**src/rtl/gray_sketch_pixel_filter_core_macros.svh**
```systemverilog
// ----------------------------------------------------------------------------
// gray_sketch_pixel_filter_core_macros
// Assertion shorthands for the sketch filter core, clocked on clock and
// disabled while reset is high.
// ----------------------------------------------------------------------------
`ifndef GRAY_SKETCH_PIXEL_FILTER_CORE_MACROS_SVH
`define GRAY_SKETCH_PIXEL_FILTER_CORE_MACROS_SVH

// Condition must hold at every edge outside reset
`define GSP_ASSERT_HOLDS(label, cond, msg) \
   label: assert property (@(posedge clock) disable iff (reset) (cond)) else $error(msg);

// Consequent must hold in the same cycle as the antecedent
`define GSP_ASSERT_IMPLIES(label, ante, cons, msg) \
   label: assert property (@(posedge clock) disable iff (reset) (ante) |-> (cons)) \
      else $error(msg);

// Consequent must hold in the cycle after the antecedent
`define GSP_ASSERT_NEXT(label, ante, cons, msg) \
   label: assert property (@(posedge clock) disable iff (reset) (ante) |=> (cons)) \
      else $error(msg);

`endif

```
**src/rtl/gsp_pkg.sv**
```systemverilog
// ----------------------------------------------------------------------------
// gsp_pkg
// Shared constants and types of the gray sketch pixel filter.
// ----------------------------------------------------------------------------
package gsp_pkg;

   // Line geometry
   localparam int MAX_WIDTH  = 1024;
   localparam int MAX_HEIGHT = 4096;
   localparam int COL_W      = $clog2(MAX_WIDTH);
   localparam int ROW_W      = $clog2(MAX_HEIGHT);

   // Configuration registers
   localparam int WIDTH_W    = 11;
   localparam int HEIGHT_W   = 13;
   localparam int CSR_ADDR_W = 1;
   localparam int CSR_DATA_W = 13;
   localparam logic [CSR_ADDR_W-1:0] REG_IMAGE_WIDTH  = 1'd0;
   localparam logic [CSR_ADDR_W-1:0] REG_IMAGE_HEIGHT = 1'd1;
   localparam logic [WIDTH_W-1:0]    WIDTH_RESET      = 11'd1024;
   localparam logic [HEIGHT_W-1:0]   HEIGHT_RESET     = 13'd768;

   // Common width for the end-of-row compare
   localparam int CMP_W = (WIDTH_W > COL_W + 1) ? WIDTH_W : COL_W + 1;

   // Pixel and square root widths
   localparam int PIX_W  = 8;
   localparam int RAD_W  = 32;
   localparam int ROOT_W = RAD_W / 2;

   // Status of the serial square root unit
   typedef struct packed {
      logic busy;
      logic done;
   } sqrt_stat_type;

endpackage

```
**src/rtl/gsp_isqrt.sv**
```systemverilog
// ----------------------------------------------------------------------------
// gsp_isqrt
// Bit-serial floor square root: two radicand bits in, one root bit out per
// cycle. A start loads the radicand; done pulses when the root is final.
// ----------------------------------------------------------------------------
module gsp_isqrt (
   input  logic                          clock,
   input  logic                          reset,
   input  logic                          start,
   input  logic [gsp_pkg::RAD_W-1:0]     radicand,
   output logic [gsp_pkg::ROOT_W-1:0]    root,
   output gsp_pkg::sqrt_stat_type        stat
);

   localparam int REM_W  = gsp_pkg::ROOT_W + 2;
   localparam int WORK_W = gsp_pkg::ROOT_W + 4;
   localparam int CNT_W  = $clog2(gsp_pkg::ROOT_W + 1);

   logic [gsp_pkg::RAD_W-1:0]  rad_ff, rad_in;
   logic [REM_W-1:0]           rem_ff, rem_in;
   logic [gsp_pkg::ROOT_W-1:0] root_ff, root_in;
   logic [CNT_W-1:0]           count_ff, count_in;
   logic                       done_ff, done_in;

   logic [WORK_W-1:0] work;
   logic [WORK_W-1:0] trial;
   logic [WORK_W-1:0] diff;
   logic              fits;

   // One restoring step: bring down two bits, try 4*root+1
   always_comb begin
      work  = {rem_ff, rad_ff[gsp_pkg::RAD_W-1 -: 2]};
      trial = {2'b00, root_ff, 2'b01};
      fits  = (work >= trial);
      diff  = work - trial;
   end

   // Load on start, else step while bits remain
   always_comb begin
      rad_in   = rad_ff;
      rem_in   = rem_ff;
      root_in  = root_ff;
      count_in = count_ff;
      done_in  = 1'b0;
      if (start) begin
         rad_in   = radicand;
         rem_in   = '0;
         root_in  = '0;
         count_in = CNT_W'(gsp_pkg::ROOT_W);
      end else if (count_ff != '0) begin
         rad_in   = {rad_ff[gsp_pkg::RAD_W-3:0], 2'b00};
         rem_in   = fits ? diff[REM_W-1:0] : work[REM_W-1:0];
         root_in  = {root_ff[gsp_pkg::ROOT_W-2:0], fits};
         count_in = count_ff - CNT_W'(1);
         done_in  = (count_ff == CNT_W'(1));
      end
   end

   // Control state
   always_ff @(posedge clock) begin
      if (reset) begin
         count_ff <= '0;
         done_ff  <= 1'b0;
      end else begin
         count_ff <= count_in;
         done_ff  <= done_in;
      end
   end

   // Datapath
   always_ff @(posedge clock) begin
      rad_ff  <= rad_in;
      rem_ff  <= rem_in;
      root_ff <= root_in;
   end

   assign root      = root_ff;
   assign stat.busy = (count_ff != '0);
   assign stat.done = done_ff;

endmodule

```
**config.mk**
```make
export PLATFORM = sky130hd
export DESIGN_NAME = gsp_isqrt
export DESIGN_NICKNAME = d
export VERILOG_FILES = /design/src/rtl/gray_sketch_pixel_filter_core_macros.svh /design/src/rtl/gsp_pkg.sv /design/src/rtl/gsp_isqrt.sv
export SDC_FILE = /design/constraint.sdc
export NUM_CORES = 1
export LEC_CHECK = 0
export BUFFER_PORTS_ARGS = -buffer_cell sky130_fd_sc_hd__buf_2
export CORE_AREA = 10 10 97 99
export CTS_BUF_LIST = sky130_fd_sc_hd__clkbuf_4
export DETAILED_ROUTE_END_ITERATION = 10
export DIE_AREA = 0 0 107 109
export GPL_TIMING_DRIVEN = 1
export PLACE_DENSITY = 0.74
export SETUP_SLACK_MARGIN = 0.4
export SLEW_MARGIN = 20
export SYNTH_ARGS = -nofsm -noshare
export SYNTH_HDL_FRONTEND = slang
export SYNTH_SLANG_ARGS = --single-unit
```
**constraint.sdc**
```tcl
create_clock -name clock -period 2.82 [get_ports clock]
set_input_delay 0.282 -clock clock [delete_from_list [all_inputs] [get_ports clock]]
set_output_delay 0.282 -clock clock [all_outputs]
set_load 0.005 [all_outputs]
```
==> results.py, run 1 <==
metrics = {
    "critical_path": {
        "cp-startpoint": "root[7]$_SDFFE_PP0P_",
        "required_ns": 3.12,
        "crit_chain": "inv_1 > ha_2 > and3_4 > nand3_1 > a211oi_2 > a21oi_2 > a21oi_4 > buf_4 > mux2i_1 > a211oi_1",
        "crit_type": "reg -> reg",
        "crit_arrival_ns": 2.60,
        "critical_path.top_delay_family": "compound AO/OA/AOI/OAI gates",
        "r2r_start": "root[7]$_SDFFE_PP0P_",
        "r2r_setup_slack_ns": 0.51,
        "cp-start-kind": "register",
        "crit_path_top_delay_cell": "ha_2",
        "cp_num_buf_inv": 2,
        "path_depth": 10,
        "cp-end-kind": "register",
        "worst_r2r_path_depth": 10,
        "critPathMaxFanout": 7,
        "r2r-end": "rem_ff[13]$_SDFFE_PP0P_",
        "slowest_delay_ns": 0.40,
        "critPathCapture": "rem_ff[13]$_SDFFE_PP0P_",
    },
    "power_and_ir_drop": {
        "leakage_nw": 1.85,
        "netSwitchingFraction_pct": 40.0,
        "p_comb_share_pct": 56.7,
        "p_sw_mw": 2.10,
        "peakVddDrop_uv": 586,
        "power.density_nw_per_um2": 1120,
        "clockPowerShare_pct": 14.7,
        "p_int_mw": 3.15,
        "power_frac_seq_pct": 28.6,
    },
    "global_route": {
        "grt_pass1_vias": 3055,
        "track_usage_pct": 15.2,
        "grt_pass1_wl_mm": 14.4,
        "grt_max_degree": 53,
        "antenna_found_initial": 0,
        "grt_overflow_total": 0,
    },
    "layout": {
        "synthToLayoutAreaGrowth_pct": 17.6,
        "nets": 511,
        "stdcell_count": 562,
        "drive_above_1_share_pct": 33.5,
        "diodes": 0,
    },
    "timing": {
        "worst_slew_pin_slew_ns": 0.582,
        "fin_skew_ns": 0.00953,
        "fin_crit_ns": 2.31,
        "finalSetupTns_ns": 0,
        "fmax_mhz": 434,
        "setup_violations": 0,
        "rsz0062_at_grt": "true",
        "slew_violations": 0,
        "hold_slack_ns": 0.0515,
        "hold_viol": 0,
        "slew-limit-headroom_pct": 61.2,
        "finalCritPeriodShare_pct": 81.7,
    },
    "clock_network": {
        "clock-sinks": 72,
        "clock_latency_ns": 0.42,
        "clk_path_buf_depth": 2,
        "cts_buffers": 9,
        "cts_tree": "done",
        "h-tree-depth": 3,
        "path_clk_slew_ns": 0.13,
        "cts-root-buf": "clkbuf_4",
        "hold_buffers": 0,
    },
    "logic_synthesis": {
        "synth_ff_type": "dfxtp_1",
        "synth.yosys.seq_area_share_pct": 44.3,
        "yosysWarnings": 0,
        "ys_types": 59,
        "ys_ff_latch": 72,
        "synth_area_um2": 3980,
        "async_flop_share_pct": 0,
        "synth_nets": 455,
        "synth_edf_count": 32,
        "avgSynthCellArea_um2": 9.96,
        "syn_inst": 399,
    },
    "route": {
        "via_count": 3050,
        "drt-initial-drc-count": 162,
        "drtPass1Iterations": 4,
        "via_per_inst": 5.43,
        "antenna_left": 0,
        "post_drt_wl_per_cell_um": 15.6,
        "drc_errors": 0,
        "routed_wl_mm": 8.80,
    },
    "floorplan": {
        "ios": 53,
        "die_y_um": 109,
        "die_x_um": 107,
        "initial_utilization_pct": 52.8,
        "dieArea_um2": 11700,
        "rows": 32,
        "core_um2": 7530,
    },
    "hold_path": {
        "min_path_type": "in -> reg",
    },
    "placement": {
        "placedCellCount": 544,
        "gp_congestion": 0.889,
        "port_buffers": 52,
        "hpwlAfterDp_mm": 6.29,
    },
    "flow_run": {
        "drv_cap": 0,
    },
    "run_status": {
        "status": "finished clean",
    },
}
==> per-stage QoR <==
step / cell area [um2] / setup WS (ns) / utilization [%] / power (mW)
finish: 4670 / 0.515 / 62.1 / 5.26
global route: 4670 / 0.349 / 62.1 / 5.67
CTS: 4540 / 0.404 / 60.3 / 5.02
detailed placement: 4350 / 0.383 / 57.8 / 4.20
global placement: 4350 / 0.431 / 57.8 / 4.13
floorplan: 3980 / 0.597 / - / 3.64
==> synth_stat cells (2+ instances only) <==
cell / instances / area (um2)
buf_4: 2 / 15.0
nor2_1: 24 / 90.1
a2111oi_0: 2 / 17.5
nand2b_1: 5 / 31.3
nor4b_1: 3 / 26.3
o21ai_0: 11 / 55.1
edfxtp_1: 32 / 961
a31oi_1: 3 / 18.8
ha_1: 21 / 263
a211oi_1: 13 / 97.6
and3_1: 3 / 18.8
o21ai_1: 3 / 15.0
nand2_1: 52 / 195
xnor2_1: 13 / 114
mux2i_1: 14 / 140
o211ai_1: 3 / 22.5
clkbuf_1: 13 / 48.8
dfxtp_1: 40 / 801
inv_1: 25 / 93.8
xor2_1: 3 / 26.3
nor3_1: 8 / 40.0
a21o_1: 3 / 22.5
mux2_2: 30 / 338
a21oi_1: 30 / 150
nand3_1: 4 / 20.0
and2_1: 2 / 12.5
a211oi_2: 2 / 25.0
o22ai_1: 2 / 12.5
o21a_1: 3 / 22.5
==> worst min path at each step <==
stage	start	end	slack [ns]	cells past startpoint
5_1_grt	reset	count_ff[0]$_SDFFE_PP0P_	0.04	2
4_1_cts	reset	count_ff[0]$_SDFFE_PP0P_	0.03	2
3_5_place_dp	rem_ff[17]$_SDFFE_PP0P_	rem_ff[17]$_SDFFE_PP0P_	0.44	2
6_report	reset	count_ff[0]$_SDFFE_PP0P_	0.05	2
3_3_place_gp	rem_ff[17]$_SDFFE_PP0P_	rem_ff[17]$_SDFFE_PP0P_	0.45	2
2_1_floorplan	reset	count_ff[4]$_SDFFE_PP0P_	0.35	1
==> cell type report <==
type | count | area (um2)
repair buffers | 62 | 348
clock buffers | 9 | 67.6
well taps | 102 | 128
fillers | 677 | 2850
inverters | 26 | 97.6
flip-flops and latches | 72 | 1770
clock inverters | 7 | 104
multi-input cells | 284 | 2160
==> routing by layer <==
| metal | vias up | global-route usage, % | wire (um) |
|---|---|---|---|
| met3 | 13 | 4.13 | 348 |
| met5 | - | 0 | 0 |
| met1 | 1446 | 17.9 | 3780 |
| met2 | 45 | 26.3 | 4520 |
| li1 | 1546 | - | - |
| met4 | 0 | 4.74 | 147 |
==> repair_timing <==
item,CTS,global route
setup buffers,1,1
pin swaps,3,7
resized for setup,2,36
endpoints found under the setup margin,11,49
==> kinds of logic after synthesis <==
kind of cell	share of synthesized area [%]
AO/OA/AOI/OAI	15.3
buffers and inverters	4.72
adder cells (fa/ha/maj)	6.61
AND/OR/NAND/NOR	13.5
flip-flops	44.3
multiplexers	12.0
XOR/XNOR	3.53
==> layout by cell type (no fill, tap or decap), drive strengths merged, types with 13 or more instances in the layout <==
cell type  count
buf           62
nand2         52
dfxtp         40
edfxtp        32
a21oi         32
mux2          30
inv           28
nor2          24
ha            21
a211oi        15
mux2i         14
o21ai         14
xnor2         13
==> worst register-to-register path, cell delays in order (launching register included) <==
cell      delay (ns)
dfxtp_1         0.38
inv_1           0.07
ha_2            0.40
and3_4          0.25
nand3_1         0.10
a211oi_2        0.18
a21oi_2         0.08
a21oi_4         0.21
buf_4           0.20
mux2i_1         0.22
a211oi_1        0.10
==> flip-flops by register name (all words and copies together), names as in the netlist <==
name,flops
root,16
rem_ff,18
done_ff,1
rad_ff,32
count_ff,5
==> power groups by stage <==
stage	Clock [mW]	Sequential [mW]	Combinational, mW
5_1_grt	0.840	1.53	3.30
3_3_place_gp	0	1.51	2.62
2_1_floorplan	0	1.48	2.16
4_1_cts	0.792	1.50	2.73
6_report	0.771	1.50	2.98
3_5_place_dp	0	1.52	2.68
Note: power is estimated with default switching activity, not from simulation.
==> run 2: changes to the inputs <==
--- a/config.mk
+++ b/config.mk
@@ -5,13 +5,14 @@
 export SDC_FILE = /design/constraint.sdc
 export NUM_CORES = 1
 export LEC_CHECK = 0
+export ABC_AREA = 1
 export BUFFER_PORTS_ARGS = -buffer_cell sky130_fd_sc_hd__buf_2
-export CORE_AREA = 10 10 97 99
+export CORE_AREA = 10 10 99 101
 export CTS_BUF_LIST = sky130_fd_sc_hd__clkbuf_4
 export DETAILED_ROUTE_END_ITERATION = 10
-export DIE_AREA = 0 0 107 109
+export DIE_AREA = 0 0 109 111
 export GPL_TIMING_DRIVEN = 1
-export PLACE_DENSITY = 0.74
+export PLACE_DENSITY = 0.78
 export SETUP_SLACK_MARGIN = 0.4
 export SLEW_MARGIN = 20
 export SYNTH_ARGS = -nofsm -noshare
==> constraint.sdc (replaced) <==
create_clock -name clock -period 2.1 [get_ports clock]
set_input_delay 0.21 -clock clock [delete_from_list [all_inputs] [get_ports clock]]
set_output_delay 0.21 -clock clock [all_outputs]
set_load 0.005 [all_outputs]
==> run 2 against run 1 <==
- highest routed layer unchanged
- first-iteration DRC count increased by 65%
- final area grew 26%
- critical endpoint is now rem_ff[1]$_SDFFE_PP0P_
- total power grew 85%
==> results.py, run 2 <==
metrics = {
    "run_status": {
        "status": "finished clean",
    },
    "critical_path": {
        "crit_path_top_delay_cell": "edfxtp_1",
        "required_ns": 2.48,
        "cp-startpoint": "rad_ff[30]$_DFFE_PP_",
        "critPathMaxFanout": 7,
        "crit_type": "reg -> reg",
        "crit_arrival_ns": 2.32,
        "cpMostUsedCell": "nand3_2",
        "r2r_start": "rad_ff[30]$_DFFE_PP_",
        "crit_chain": "inv_2 > ha_4 > inv_2 > nand3_2 > nand3_2 > nand2_2 > nand3_4 > nand2_4 > nand2_8 > clkbuf_16 > nand2_1 > nand3_2 > nand3_1 > inv_1",
        "cp-end-kind": "register",
        "slowest_delay_ns": 0.54,
        "cp-start-kind": "register",
        "worst_r2r_path_depth": 14,
    },
    "clock_network": {
        "cts-root-buf": "clkbuf_4",
        "clock-sinks": 72,
        "clock_latency_ns": 0.46,
        "h-tree-depth": 3,
        "path_clk_slew_ns": 0.15,
        "cts_buffers": 9,
        "clk_path_buf_depth": 2,
        "cts_tree": "done",
        "hold_buffers": 0,
    },
    "layout": {
        "final_common_cell": "nand2_1",
        "diodes": 0,
        "multi_input_area_um2": 2660,
        "top_register": "rad_ff",
        "synthToLayoutAreaGrowth_pct": 38.6,
        "largest_reg_flops": 32,
        "mostFrequentLayoutCells": "188 x nand2_1, 56 x buf_4, 52 x buf_2, 51 x inv_1, 32 x edfxtp_1",
        "fin_util_pct": 73.9,
        "regArea_um2": 1790,
        "stdcell_count": 802,
        "drive_above_1_share_pct": 40.2,
        "nets": 748,
        "num-fill-cells": 577,
    },
    "route": {
        "antenna_left": 0,
        "post_drt_wl_per_cell_um": 15.6,
        "drtPass1Iterations": 5,
        "drt-initial-drc-count": 267,
        "routed_wl_mm": 12.5,
        "via_count": 4250,
        "drc_errors": 0,
        "via_per_inst": 5.30,
    },
    "timing": {
        "hold_slack_ns": 0.0179,
        "rsz0062_at_grt": "true",
        "hold_viol": 0,
        "finalSetupTns_ns": 0,
        "setup_violations": 0,
        "worst_slew_pin_slew_ns": 0.388,
        "fin_crit_ns": 1.94,
        "finalCritPeriodShare_pct": 92.2,
        "fmax_mhz": 517,
        "setup_ws_ns": 0.165,
        "slew_violations": 0,
        "fin_skew_ns": 0.0259,
        "slew-limit-headroom_pct": 74.1,
    },
    "placement": {
        "port_buffers": 52,
        "gp_congestion": 0.920,
        "placedCellCount": 735,
        "hpwlAfterDp_mm": 7.84,
        "dpl_worst_slack_ns": 0.140,
    },
    "logic_synthesis": {
        "ys_types": 32,
        "synth_most_common_cell": "nand2_1",
        "synth.yosys.seq_area_share_pct": 41.4,
        "synth_edf_count": 32,
        "synth_nets": 642,
        "synth_top_area_cell": "edfxtp_1",
        "syn_inst": 586,
        "synth_top_cells_by_count": "206 x nand2_1, 75 x inv_1, 43 x nand3_1, 40 x dfxtp_1",
        "yosysTopAreaCellShare_pct": 22.6,
        "yosysWarnings": 0,
        "synthTopCellsByArea": "edfxtp_1 23%, dfxtp_1 19%, nand2_1 18%, inv_1 6.6%, ha_1 6.2%",
        "synth_area_um2": 4250,
        "ys_ff_latch": 72,
        "avgSynthCellArea_um2": 7.26,
        "async_flop_share_pct": 0,
        "synth_ff_type": "dfxtp_1",
    },
    "flow_run": {
        "drv_cap": 0,
    },
    "floorplan": {
        "die_y_um": 111,
        "core_um2": 7970,
        "dieArea_um2": 12100,
        "initial_utilization_pct": 53.4,
        "die_x_um": 109,
        "rows": 33,
        "ios": 53,
    },
    "power_and_ir_drop": {
        "p_comb_share_pct": 68.2,
        "p_sw_mw": 4.54,
        "power.density_nw_per_um2": 1650,
        "p_int_mw": 5.19,
        "netSwitchingFraction_pct": 46.6,
        "peakVddDrop_uv": 626,
        "leakage_nw": 2.92,
        "clockPowerShare_pct": 9.8,
        "power_frac_seq_pct": 21.9,
    },
    "global_route": {
        "grt_pass1_vias": 4129,
        "antenna_found_initial": 0,
        "grt_pass1_wl_mm": 19.2,
        "grt_overflow_total": 0,
        "grt_max_degree": 36,
        "track_usage_pct": 19.4,
    },
    "hold_path": {
        "min_path_type": "in -> reg",
        "hold_path.startpoint": "radicand[0]",
        "min_path_cells": 3,
    },
}
-- run 2: cell types whose count changed after synthesis, moves of 10 or more --
cell and delta:
a211oi_1 -13, inv_1 +50, mux2_2 -30, mux2i_1 -14, nand2_1 +154, nand3_1 +39
nand4_1 +13, o21ai_0 +21, xnor2_1 -10
-- run 2: worst max-delay path, delay by kind of cell, from the launching register on --
kind	cells	cell delay, ns
buf+inv	4	0.40
simple gates	9	0.77
flops	1	0.54
fa+ha+maj	1	0.15
-- run 2: per-layer routing --
layer  GRT usage, %  wire, um  share of wire, %  vias up
met1           23.1      4910                39     1964
met3           5.52       974               7.8       31
met4           7.56       321               2.6        0
met2           31.8      6280                50      154
met5              0         0                 0        -
li1               -         -                 -     2101
-- run 2: final cells by class --
cell class / count / area share, %
tap: 105 / 2.23
sequential: 72 / 30.4
inverter: 78 / 5.12
timing repair buffer: 117 / 14.6
clock buffer: 10 / 1.27
clock inverter: 6 / 1.17
multi-input combinational: 414 / 45.2
-- run 2: worst paths after layout --
check,slack [ns],end
setup / recovery,0.16,rem_ff[1]$_SDFFE_PP0P_
hold / removal,0.02,rad_ff[0]$_SDFFCE_PN0P_
setup reg to reg,0.16,rem_ff[1]$_SDFFE_PP0P_
hold reg to reg,0.47,count_ff[0]$_SDFFE_PP0P_
-- run 2: repair_timing --
action                     in CTS  in global routing
setup buffers                  29                 19
pin swaps                      14                 27
resized for setup              41                 65
cloned                          2                  1
setup endpoints to repair      52                 52
-- run 2: cell families after synthesis --
group | after synthesis | synth area share, %
DFF | 72 | 41.4
adders and majority gates | 21 | 6.18
AOI/OAI and AO/OA | 71 | 8.83
buffers and inverters | 100 | 9.62
xor gates and xnor gates | 9 | 1.85
and+or+nand+nor | 313 | 32.1
-- run 2: per-stage QoR --
step | power (mW) | area (um2)
2_1_floorplan | 5.67 | 4540
3_3_place_gp | 6.74 | 4950
3_5_place_dp | 6.82 | 4950
4_1_cts | 8.50 | 5480
5_1_grt | 10.4 | 5890
6_report | 9.73 | 5890
-- run 2: power by group through the flow --
| stage | sequential [mW] | combinational, mW | clock, mW |
|---|---|---|---|
| 4_1_cts | 2.11 | 5.42 | 0.961 |
| 2_1_floorplan | 2.10 | 3.57 | 0 |
| 3_5_place_dp | 2.15 | 4.68 | 0 |
| 3_3_place_gp | 2.13 | 4.62 | 0 |
| 5_1_grt | 2.17 | 7.24 | 1.02 |
| 6_report | 2.13 | 6.64 | 0.955 |
